[config.mk]
export PLATFORM = sky130hd
export DESIGN_NAME = sst_cell
export DESIGN_NICKNAME = d
export VERILOG_FILES = /design/src/design/sst_pkg.sv /design/src/design/sst_cell.sv
export SDC_FILE = /design/constraint.sdc
export NUM_CORES = 1
export LEC_CHECK = 0
export BUFFER_PORTS_ARGS = -buffer_cell sky130_fd_sc_hd__buf_2
export CORE_ASPECT_RATIO = 0.5
export CORE_UTILIZATION = 49
export CTS_CLUSTER_DIAMETER = 40
export DETAILED_ROUTE_END_ITERATION = 12
export PLACE_DENSITY = 0.84
export SLEW_MARGIN = 20
export SYNTH_ARGS = -nofsm -noshare
export SYNTH_HDL_FRONTEND = slang
export SYNTH_SLANG_ARGS = --single-unit
[constraint.sdc]
create_clock -name clk -period 5.7 [get_ports clk]
set_clock_uncertainty 0.15 [all_clocks]
set_input_delay 0.57 -clock clk [delete_from_list [all_inputs] [get_ports clk]]
set_output_delay 0.57 -clock clk [all_outputs]
set_load 0.005 [all_outputs]
[src/design/sst_pkg.sv]
// ----------------------------------------------------------------------------
// sst_pkg: shared types and codes for the bounded set span tracker
// Request and result payloads, op and status codes, fixed field widths.
// ----------------------------------------------------------------------------
`default_nettype none

package sst_pkg;

  // Fixed field widths
  localparam int unsigned FIELD_W = 32;
  localparam int unsigned SPAN_W  = 32;
  localparam int unsigned CAP_W   = 6;
  localparam int unsigned STAT_W  = 2;

  // Request op codes
  typedef enum logic {
    OP_ADD   = 1'b0,
    OP_CLEAR = 1'b1
  } op_t;

  // Result status codes
  typedef enum logic [STAT_W-1:0] {
    ST_OK    = 2'd0,
    ST_SHORT = 2'd1,
    ST_FULL  = 2'd2
  } status_t;

  // Input request payload
  typedef struct packed {
    op_t                        op;
    logic signed [FIELD_W-1:0]  value;
  } in_req_t;

  // Result payload
  typedef struct packed {
    status_t              status;
    logic [CAP_W-1:0]     held_count;
    logic [SPAN_W-1:0]    shortest_span;
    logic [SPAN_W-1:0]    longest_span;
  } out_rsp_t;

endpackage

`default_nettype wire

[src/design/sst_cell.sv]
// ----------------------------------------------------------------------------
// sst_cell: one storage cell of the span tracker chain
// Holds one set value and, if live, folds the distance to a passing probe
// value into the probe's running minimum gap, then hands it to the next cell.
// ----------------------------------------------------------------------------
`default_nettype none

module sst_cell #(
  parameter int unsigned VALUE_BITS = 32,
  parameter int unsigned CNT_W      = 6,
  parameter int unsigned INDEX      = 0
) (
  input  wire logic                          clk,
  input  wire logic                          rst_n,
  input  wire logic [CNT_W-1:0]              count_i,
  input  wire logic                          commit_i,
  input  wire logic signed [VALUE_BITS-1:0]  wr_val_i,
  input  wire logic                          tok_vld_i,
  input  wire logic signed [VALUE_BITS-1:0]  tok_val_i,
  input  wire logic [sst_pkg::SPAN_W-1:0]    tok_min_i,
  output logic                               tok_vld_o,
  output logic signed [VALUE_BITS-1:0]       tok_val_o,
  output logic [sst_pkg::SPAN_W-1:0]         tok_min_o
);
  import sst_pkg::*;

  logic signed [VALUE_BITS-1:0]  held_r;
  logic                          tok_vld_r;
  logic signed [VALUE_BITS-1:0]  tok_val_r;
  logic [SPAN_W-1:0]             tok_min_r;
  logic [SPAN_W-1:0]             tok_min_nxt;
  logic                          held_ok;
  logic signed [VALUE_BITS:0]    diff;
  logic [VALUE_BITS-1:0]         mag;
  logic [SPAN_W-1:0]             gap;

  // Cell holds a live value when its slot is below the fill count
  assign held_ok = count_i > CNT_W'(INDEX);

  // Distance from probe to held value
  always_comb begin
    diff = {tok_val_i[VALUE_BITS-1], tok_val_i} - {held_r[VALUE_BITS-1], held_r};
    if (diff[VALUE_BITS]) begin
      mag = VALUE_BITS'(-diff);
    end else begin
      mag = diff[VALUE_BITS-1:0];
    end
    gap = SPAN_W'(mag);
  end

  // Fold into running minimum
  always_comb begin
    tok_min_nxt = tok_min_i;
    if (held_ok && (gap < tok_min_i)) begin
      tok_min_nxt = gap;
    end
  end

  // Probe stage
  always_ff @(posedge clk) begin
    if (!rst_n) begin
      tok_vld_r <= 1'b0;
    end else begin
      tok_vld_r <= tok_vld_i;
    end
  end

  always_ff @(posedge clk) begin
    tok_val_r <= tok_val_i;
    tok_min_r <= tok_min_nxt;
  end

  // Stored value: written when the insert commits to this slot
  always_ff @(posedge clk) begin
    if (commit_i && (count_i == CNT_W'(INDEX))) begin
      held_r <= wr_val_i;
    end
  end

  assign tok_vld_o = tok_vld_r;
  assign tok_val_o = tok_val_r;
  assign tok_min_o = tok_min_r;

endmodule

`default_nettype wire

==> results of run 1 <==
cell usage in the layout (no fill, tap or decap), types with 30 or more instances in the layout:
cell and n:
a21oi_1 38, buf_2 170, buf_4 42, dfxtp_1 65
edfxtp_1 32, ha_1 64, inv_1 71, mux2_2 30
nand2_1 43, nor2_1 39, o21ai_0 34, xnor2_1 32
cell usage after synthesis, types with 3 or more instances:
| master | instances |
|---|---|
| inv_1 | 71 |
| dfxtp_1 | 65 |
| ha_1 | 64 |
| nand2_1 | 43 |
| a21oi_1 | 39 |
| nor2_1 | 39 |
| o21ai_0 | 34 |
| edfxtp_1 | 32 |
| xnor2_1 | 32 |
| mux2_2 | 30 |
| a21o_1 | 20 |
| nand4_1 | 17 |
| xor2_1 | 15 |
| nor3_1 | 12 |
| o21a_1 | 10 |
| o31ai_1 | 10 |
| or3_1 | 10 |
| a31oi_1 | 7 |
| clkbuf_1 | 7 |
| a211oi_1 | 6 |
| buf_2 | 6 |
| nor4_1 | 6 |
| o211a_1 | 6 |
| o211ai_1 | 6 |
| and2_1 | 5 |
| buf_6 | 5 |
| a21oi_2 | 4 |
| nand3_1 | 4 |
| or4_1 | 4 |
| a22oi_1 | 3 |
| and3_1 | 3 |
| and4_1 | 3 |
| nand2b_1 | 3 |
| nor2b_1 | 3 |
| o21ai_1 | 3 |
| o21bai_1 | 3 |
logic make-up after synthesis:
group / count (synthesis) / share of synthesized area
AND/OR/NAND/NOR: 164 / 0.1328
multiplexers: 33 / 0.05797
flip-flops: 97 / 0.3541
XOR/XNOR: 48 / 0.06698
buffers and inverters: 89 / 0.05934
adder cells (fa/ha/maj): 65 / 0.1285
AO/OA/AOI/OAI: 181 / 0.2004
layer usage:
metal / wire, um / share of wire / GRT usage / up-vias
li1: - / - / - / 2880
met1: 8641 / 0.51 / 0.3694 / 2736
met2: 7042 / 0.42 / 0.3767 / 229
met3: 1100 / 0.065 / 0.04895 / 20
met4: 177 / 0.010 / 0.06667 / 0
met5: 0 / 0 / 0 / -
sequential cells by signal (all words and copies together), names as in the netlist:
| register | cells |
|---|---|
| tok_val_o | 32 |
| tok_min_o | 32 |
| held_r | 32 |
| tok_vld_o | 1 |
area by class of cell:
type,instances,area [um2]
Clock buffer,12,261.5
Clock inverter,4,25.02
Fill cell,1061,4705
Inverter,71,266.5
Multi-Input combinational cell,491,3761
Sequential cell,97,2262
Tap cell,170,212.7
Timing Repair Buffer,214,1206
worst max path at each step:
stage / end / slack (ns) / cells past startpoint
after floorplan: tok_min_o[10] / 0.25 / 21
after global placement: tok_min_o[4] / 0.12 / 22
after detailed placement: tok_min_o[3] / -0.009 / 22
after CTS: tok_min_o[26] / 0.28 / 22
after global routing: tok_min_o[26] / 0.0005 / 21
final: tok_min_o[27] / 0.32 / 20
metrics by stage:
step / hold WS, ns / instance area, um2 / setup TNS (ns)
after floorplan: 0.4434 / 6389 / 0
after global placement: 0.5327 / 7695 / 0
after detailed placement: 0.5425 / 7695 / -0.008569
after CTS: 0.1760 / 7981 / 0
after global routing: 0.1775 / 7995 / 0
final: 0.1806 / 7995 / 0
timing repair:
item                                    4_1_cts  5_1_grt
buffers inserted                              0        0
gates resized for setup                       0        3
endpoints found under the setup margin        0       31
worst reg2reg max path, cell delays in order (launching register included):
cell	delay, ns
edfxtp_1	0.37
ha_1	0.22
fa_1	0.40
nand2b_1	0.21
a21o_1	0.21
a2111o_1	0.48
a31oi_1	0.22
xor2_1	0.17
buf_4	0.19
or3_1	0.38
nor2_1	0.19
a31oi_1	0.13
xnor2_1	0.32
ha_1	0.32
o21ai_0	0.09
a21oi_1	0.06
o211a_1	0.20
o31ai_1	0.24
nand3_1	0.18
buf_12	0.20
mux2_1	0.33
power by group:
part | switching [W] | internal, W | total, W
clock | 0.000270 | 0.000327 | 0.000597
combinational | 0.000328 | 0.000304 | 0.000632
sequential | 0.0000210 | 0.000790 | 0.000811
total | 0.000618 | 0.00142 | 0.00204
==> impl_metrics.json, run 1 <==
{
  "clkTransAtPathRegs_ns": 0.07,
  "dieWidth_um": 163.5,
  "drtAntennaViolNets": 0,
  "viasPerCell": 5.538,
  "antennaDiodeCount": 0,
  "synth-edff-count": 32,
  "h-tree-depth": 3,
  "cts_tree": "yes",
  "powerDensity_nw_per_um2": 255.2,
  "place_inst": 1043,
  "worstMarginPinSlew_ns": 0.7003,
  "grt_usage": 0.2524,
  "rsz0062_at_grt": "false",
  "syn_avg_cell_area_um2": 9.437,
  "path_cells": "ha_1 -> fa_1 -> nand2b_1 -> a21o_1 -> a2111o_1 -> a31oi_1 -> xor2_1 -> buf_4 -> or3_1 -> nor2_1 -> a31oi_1 -> xnor2_1 -> ha_1 -> o21ai_0 -> a21oi_1 -> o211a_1 -> o31ai_1 -> nand3_1 -> buf_12 -> mux2_1",
  "r2r_cells": 20,
  "worstHoldStart": "tok_val_i[2]",
  "p_leak_nw": 3.787,
  "cp.arrival_ns": 5.47,
  "cts_root_buffer": "clkbuf_16",
  "layout-drive-gt1-share": 0.3206,
  "synth_fp_nets": 848,
  "numPortBuffers": 170,
  "hold_buffers": 0,
  "reg2reg_from": "held_r[0]",
  "final_max_slew_viol_count": 0,
  "ys_seq_elements": 97,
  "yosys_most_used_dff": "dfxtp_1",
  "final_util": 0.6296,
  "synth.distinct_cells": 76,
  "power_w": 0.002041,
  "via_count": 5865,
  "path_class": "reg2reg",
  "max_cap_viol_count": 0,
  "setup_viol": 0,
  "dp_hpwl_mm": 13.72,
  "clkSinkCount": 97,
  "cp_data_required_time_ns": 5.79,
  "grt_max_degree": 33,
  "path_max_fanout": 24,
  "start_kind": "flip-flop",
  "coreArea_um2": 12700,
  "min_period_over_period": 0.9444,
  "reg2reg_to": "tok_min_o[27]",
  "rrSetupSlack_ns": 0.32,
  "holdPathEnd": "tok_val_o[2]",
  "hold_viol_final": 0,
  "seq_area_frac_synth": 0.3541,
  "status": "complete, no violations",
  "synthCells": 677,
  "finalCriticalPeriod_ns": 5.383,
  "num-nets-final": 1055,
  "final_cells": 1059,
  "ys_warn_count": 0,
  "drc": 0,
  "start_util": 0.5031,
  "io_pins": 171,
  "max_freq_ghz": 0.1858,
  "syn_to_final_growth_pct": 25.15,
  "grt_pass1_vias": 5375,
  "synth_area_um2": 6389,
  "routabilityCongestion": 0.8615,
  "grt_overflow_total": 0,
  "drt-total-wl_mm": 16.96,
  "startpoint": "held_r[0]",
  "maxSlewHeadroom": 0.5298,
  "die_area_um2": 13530,
  "clkLatencyLatePin_ns": 0.35,
  "crit_family": "compound AO/OA/AOI/OAI gates",
  "cts_buffers": 9,
  "hold_path_depth": 1,
  "yosys-top-cells-area": "dfxtp_1 (20%), edfxtp_1 (15%), ha_1 (13%)",
  "antenna_found_initial": 0,
  "synth.top_cell.area_share": 0.2037,
  "initialDrtViolationCount": 450,
  "critPathCaptureType": "flip-flop",
  "drtPass1Iterations": 5,
  "hold_path.class": "in2reg",
  "critPathMaxStageDelay_ns": 0.48,
  "final.setup.worst_slack_ns": 0.3169,
  "place_ws_ns": -0.008569,
  "cts_buffer_depth": 2,
  "crit_buf_inv": 2,
  "num_rows": 29,
  "ir_worst_vdd_v": 0.0001441,
  "wire_per_inst_um": 16.02,
  "async_flop_share": 0,
  "cp_slowest_cell": "a2111o_1",
  "grt_pass1_wl_mm": 26.08,
  "die_y_um": 82.74,
  "yosysTopAreaCell": "dfxtp_1"
}
Power figures use the tool's default switching activity.
==> inputs of run 2 (changes only) <==
- CORE_UTILIZATION: 49 -> 50
- CTS_BUF_LIST: unset -> sky130_fd_sc_hd__clkbuf_4
- PLACE_DENSITY: 0.84 -> 0.85
==> run 2 against run 1 <==
Effect of this change: non-clock buffer count fell by 12; critical path depth fell by 2; worst hold slack got worse by 0.12 ns; final area fell by 3.0%; wire length fell by 5.4%; sequential power barely moved.
==> impl_metrics.json, run 2 (synthesis gave the netlist of run 1 again) <==
{
  "syn_to_final_growth_pct": 21.43,
  "antenna_found_initial": 0,
  "h-tree-depth": 3,
  "ir_worst_vdd_v": 0.0001341,
  "cts_buffer_depth": 2,
  "power_w": 0.001851,
  "final_max_slew_viol_count": 0,
  "numPortBuffers": 170,
  "hold_path.class": "in2reg",
  "initialDrtViolationCount": 499,
  "status": "complete, no violations",
  "cp.arrival_ns": 5.67,
  "powerDensity_nw_per_um2": 238.6,
  "p_sw_frac": 0.3121,
  "final.setup.worst_slack_ns": 0.2507,
  "io_pins": 171,
  "dp_hpwl_mm": 13.14,
  "hold_viol_final": 0,
  "grt_pass1_wl_mm": 24.97,
  "num_rows": 28,
  "worstMarginPinSlew_ns": 0.6863,
  "r2r_cells": 18,
  "critPathCaptureType": "flip-flop",
  "critical_path.endpoint": "tok_min_o[26]",
  "path_class": "reg2reg",
  "switching_power_w": 0.0005778,
  "cts_buffers": 9,
  "routabilityCongestion": 0.8692,
  "reg2reg_to": "tok_min_o[26]",
  "drt-total-wl_mm": 16.05,
  "grt_pass1_vias": 5176,
  "clkTransAtPathRegs_ns": 0.15,
  "finalCriticalPeriod_ns": 5.449,
  "die_y_um": 81.93,
  "path_max_fanout": 17,
  "start_kind": "flip-flop",
  "wire_per_inst_um": 15.40,
  "viasPerCell": 5.440,
  "cp_data_required_time_ns": 5.92,
  "place_inst": 1026,
  "cts_root_buffer": "clkbuf_4",
  "setup_viol": 0,
  "maxSlewHeadroom": 0.5391,
  "max_freq_ghz": 0.1835,
  "p_clk_frac": 0.229,
  "grt_usage": 0.2412,
  "clkSinkCount": 97,
  "min_period_over_period": 0.9560,
  "grt_overflow_total": 0,
  "seqPwrFrac": 0.437,
  "post-cts-setup-buffers": 0,
  "rrSetupSlack_ns": 0.25,
  "coreArea_um2": 12120,
  "drtAntennaViolNets": 0,
  "place_ws_ns": -0.04787,
  "hold_ws_ns": 0.05834,
  "pwr-share-comb": 0.334,
  "reg2reg_from": "held_r[0]",
  "startpoint": "held_r[0]",
  "clkLatencyLatePin_ns": 0.47,
  "via_count": 5668,
  "num-nets-final": 1043,
  "drc": 0,
  "cts_tree": "yes",
  "start_util": 0.5270,
  "final_cells": 1042,
  "rsz0062_at_grt": "false",
  "dieWidth_um": 161.9,
  "layout.cells.most_common": "buf_2",
  "antennaDiodeCount": 0,
  "p_leak_nw": 3.663,
  "max_cap_viol_count": 0,
  "drtPass1Iterations": 5,
  "layout-drive-gt1-share": 0.3136,
  "mostFrequentLayoutCells": "buf_2 (170), inv_1 (71), dfxtp_1 (65), ha_1 (64), nand2_1 (43)",
  "grt_max_degree": 33,
  "p_int_w": 0.001273,
  "die_area_um2": 13260
}
run 2: changes by cell type in the layout (fill, tap and decap cells not counted), moves of 2 or more:
cell | before | now
clkbuf_16 | 10 | 0
bufinv_16 | 0 | 2
buf_4 | 42 | 32
clkbuf_4 | 1 | 11
buf_12 | 2 | 0
run 2: per-layer routing:
layer / up-vias / global-route usage / wire [um]
li1: 2848 / - / -
met4: 0 / 0.05189 / 118
met1: 2588 / 0.3548 / 8072
met5: - / 0 / 0
met2: 221 / 0.3571 / 6560
met3: 11 / 0.05303 / 1297
run 2: what timing repair did:
| item | 4_1_cts | 5_1_grt |
|---|---|---|
| hold buffers | 0 | 0 |
| setup endpoints to repair | 0 | 32 |
| resized for setup | 0 | 5 |
run 2: how the worst min path moves through the flow:
stage / from / depth (start not counted) / end / slack, ns
finish: tok_val_i[14] / 1 / tok_val_o[14] / 0.06
global route: tok_val_i[24] / 1 / tok_val_o[24] / 0.04
CTS: tok_val_i[5] / 1 / tok_val_o[5] / 0.05
detailed placement: held_r[0] / 2 / tok_min_o[0] / 0.54
global placement: held_r[0] / 2 / tok_min_o[0] / 0.54
floorplan: held_r[0] / 2 / tok_min_o[0] / 0.44
run 2: power by group through the flow:
stage          clock (W)  sequential [W]  combinational, W
4_1_cts         0.000433        0.000810          0.000612
3_3_place_gp           0        0.000825          0.000587
3_5_place_dp           0        0.000826          0.000608
6_report        0.000424        0.000809          0.000619
5_1_grt         0.000459        0.000815          0.000680
2_1_floorplan          0        0.000836          0.000370
run 2: worst max-delay path: stages, from the launching register on:
cell	delay, ns
edfxtp_1	0.39
ha_1	0.22
fa_1	0.40
nand2b_1	0.21
a21o_1	0.21
a2111o_1	0.47
a31oi_1	0.23
xor2_1	0.21
a2111oi_4	0.36
nand4_2	0.22
o31ai_1	0.38
xnor2_1	0.22
ha_1	0.29
a21o_1	0.17
a21o_1	0.17
a211oi_1	0.30
nand3_1	0.18
buf_4	0.24
mux2_1	0.32
run 2: metrics by stage:
step	utilization	setup TNS [ns]	instance area [um2]
6_report	0.6400	0	7757
5_1_grt	0.6400	0	7757
4_1_cts	0.6383	0	7737
3_5_place_dp	0.6248	-0.1842	7574
3_3_place_gp	0.6248	0	7574
2_1_floorplan	-	0	6389
run 2: cell type report:
class	count	area [um2]
clock buffers	11	82.58
clock inverters	5	81.33
fillers	1037	4364
inverters	71	266.5
multi-input cells	491	3767
flip-flops and latches	97	2262
well taps	165	206.4
repair buffers	202	1091
==> inputs of run 3 (changes only) <==
- BUFFER_PORTS_ARGS: -buffer_cell sky130_fd_sc_hd__buf_2 -> unset
- CTS_BUF_LIST: sky130_fd_sc_hd__clkbuf_4 -> sky130_fd_sc_hd__clkbuf_16
- DONT_BUFFER_PORTS: unset -> 1
- PLACE_DENSITY: 0.85 -> 0.71
- clock period: 5.7 -> 6.4 ns (I/O delays scaled with it)
==> run 3 against run 2 <==
Effect of this change: maximum frequency shrank 4.1%; wire length is 6.8% lower; clock-buffer cell count decreased by 1; non-clock buffer count down 192; flip-flop and latch count is the same; worst setup slack improved by 0.47 ns; critical path depth up 2; first-iteration DRC count fell by 25%; power decreased by 8.8%; combinational power decreased by 32%; worst hold slack better by 0.11 ns; utilization down 7.6 points; largest power group unchanged.
==> impl_metrics.json, run 3 (synthesis gave the netlist of run 1 again) <==
{
  "max_freq_ghz": 0.1760,
  "critical_path.endpoint": "tok_min_o[16]",
  "setup_viol": 0,
  "dieWidth_um": 161.9,
  "reg2reg_from": "held_r[0]",
  "final_max_slew_viol_count": 0,
  "critPathMaxStageDelay_ns": 0.53,
  "grt_usage": 0.2245,
  "finalCriticalPeriod_ns": 5.683,
  "cts_root_buffer": "clkbuf_16",
  "drtPass1Iterations": 5,
  "worstMarginPinSlew_ns": 0.6725,
  "drt-total-wl_mm": 14.96,
  "p_leak_nw": 2.950,
  "stdcell_area_um2": 6842,
  "routabilityCongestion": 0.9086,
  "path_class": "reg2reg",
  "wire_per_inst_um": 17.60,
  "max_cap_viol_count": 0,
  "via_count": 4952,
  "reg2reg_to": "tok_min_o[16]",
  "syn_to_final_growth_pct": 7.090,
  "drtAntennaViolNets": 0,
  "viasPerCell": 5.826,
  "path_max_fanout": 18,
  "layout-drive-gt1-share": 0.1124,
  "h-tree-depth": 3,
  "cts_buffers": 9,
  "drc": 0,
  "powerDensity_nw_per_um2": 246.6,
  "cts_buffer_depth": 2,
  "layout.cells.most_common": "inv_1",
  "grt_pass1_vias": 4446,
  "cp_data_required_time_ns": 6.48,
  "setup_tns_ns": 0,
  "num_rows": 28,
  "cts_resized": 0,
  "num-nets-final": 851,
  "hold_ws_ns": 0.1638,
  "clkTransAtPathRegs_ns": 0.07,
  "start_util": 0.5270,
  "cp_slowest_cell": "nor4_1",
  "hold_buffers": 0,
  "rsz0062_at_grt": "false",
  "r2r_cells": 20,
  "ir_worst_vdd_v": 0.0001338,
  "numPortBuffers": 0,
  "initialDrtViolationCount": 372,
  "die_area_um2": 13260,
  "path_cells": "ha_1 -> fa_1 -> nand2b_1 -> a21o_1 -> a2111o_1 -> a31oi_1 -> xor2_1 -> a2111oi_4 -> nand4_2 -> nor4_1 -> nor3_1 -> or2_1 -> ha_1 -> and4_1 -> nand2_1 -> nor2_1 -> o31ai_1 -> nand3_1 -> buf_4 -> mux2_2",
  "die_y_um": 81.93,
  "antenna_found_initial": 0,
  "grt_max_degree": 33,
  "grt_pass1_wl_mm": 23.07,
  "postPlaceCellArea_um2": 6558,
  "min_period_over_period": 0.8880,
  "status": "complete, no violations",
  "startpoint": "held_r[0]",
  "coreArea_um2": 12120,
  "mostFrequentLayoutCells": "inv_1 (73), dfxtp_1 (65), ha_1 (64), nand2_1 (43)",
  "clkLatencyLatePin_ns": 0.34,
  "hold_path.class": "in2reg",
  "maxSlewHeadroom": 0.5484,
  "post-cts-setup-buffers": 0,
  "crit_top_cell": "ha_1",
  "cts_tree": "yes",
  "grt_overflow_total": 0,
  "hold_viol_final": 0,
  "clkSinkCount": 97,
  "critPathCaptureType": "flip-flop",
  "cp.arrival_ns": 5.76,
  "rrSetupSlack_ns": 0.72,
  "final_util": 0.5644,
  "io_pins": 171,
  "antennaDiodeCount": 0,
  "dp_hpwl_mm": 12.18,
  "start_kind": "flip-flop"
}
==> run 3: cell count changes in the layout (fill, tap and decap cells not counted), sizes merged <==
cell / before / now
buf: 202 / 10
bufinv: 2 / 0
clkbuf: 11 / 10
clkinvlp: 1 / 0
inv: 71 / 75
==> run 3: per-stage QoR <==
step,power (W),worst slack (ns),cells
CTS,0.001696,0.7871,850
finish,0.001687,0.7170,850
global route,0.001773,0.3777,850
floorplan,0.001074,0.8789,677
detailed placement,0.001173,0.5133,834
global placement,0.001163,0.5430,834
==> run 3: power breakdown <==
part / leakage (nW) / internal [W] / total (W) / switching [W]
clock: 0.151 / 0.000285 / 0.000523 / 0.000237
sequential: 0.836 / 0.000705 / 0.000742 / 0.0000367
combinational: 1.96 / 0.000189 / 0.000423 / 0.000234
==> run 3: worst min path at each step <==
| stage | start | to | slack, ns | cells after the start |
|---|---|---|---|---|
| 6_report | tok_val_i[9] | tok_val_o[9] | 0.16 | 0 |
| 5_1_grt | tok_val_i[9] | tok_val_o[9] | 0.15 | 0 |
| 4_1_cts | tok_val_i[9] | tok_val_o[9] | 0.16 | 0 |
| 3_5_place_dp | tok_val_i[0] | tok_val_o[0] | 0.52 | 0 |
| 3_3_place_gp | tok_val_i[0] | tok_val_o[0] | 0.52 | 0 |
| 2_1_floorplan | held_r[0] | tok_min_o[0] | 0.44 | 2 |
==> run 3: cell type report <==
type                            count  area (um2)
Fill cell                        1099        5280
Multi-Input combinational cell    491        3747
Sequential cell                    97        2262
Inverter                           71       266.5
Clock buffer                       10       250.2
Tap cell                          165       206.4
Timing Repair Buffer               10       75.07
Clock inverter                      6       33.78
==> run 3: critical path, delay by kind of cell (launching register included) <==
family	cells	cell delay (ns)
flops	1	0.36
simple gates	9	1.82
compound gates	5	1.47
mux	1	0.37
xor+xnor	1	0.21
fa+ha+maj	3	0.91
buf+inv	1	0.26
==> run 3: metal layers <==
layer	vias to the layer above	track usage	wire (um)
li1	2463	-	-
met5	-	0	0
met1	2278	0.3414	7738
met2	202	0.2948	5575
met4	0	0.04434	95
met3	9	0.07626	1550
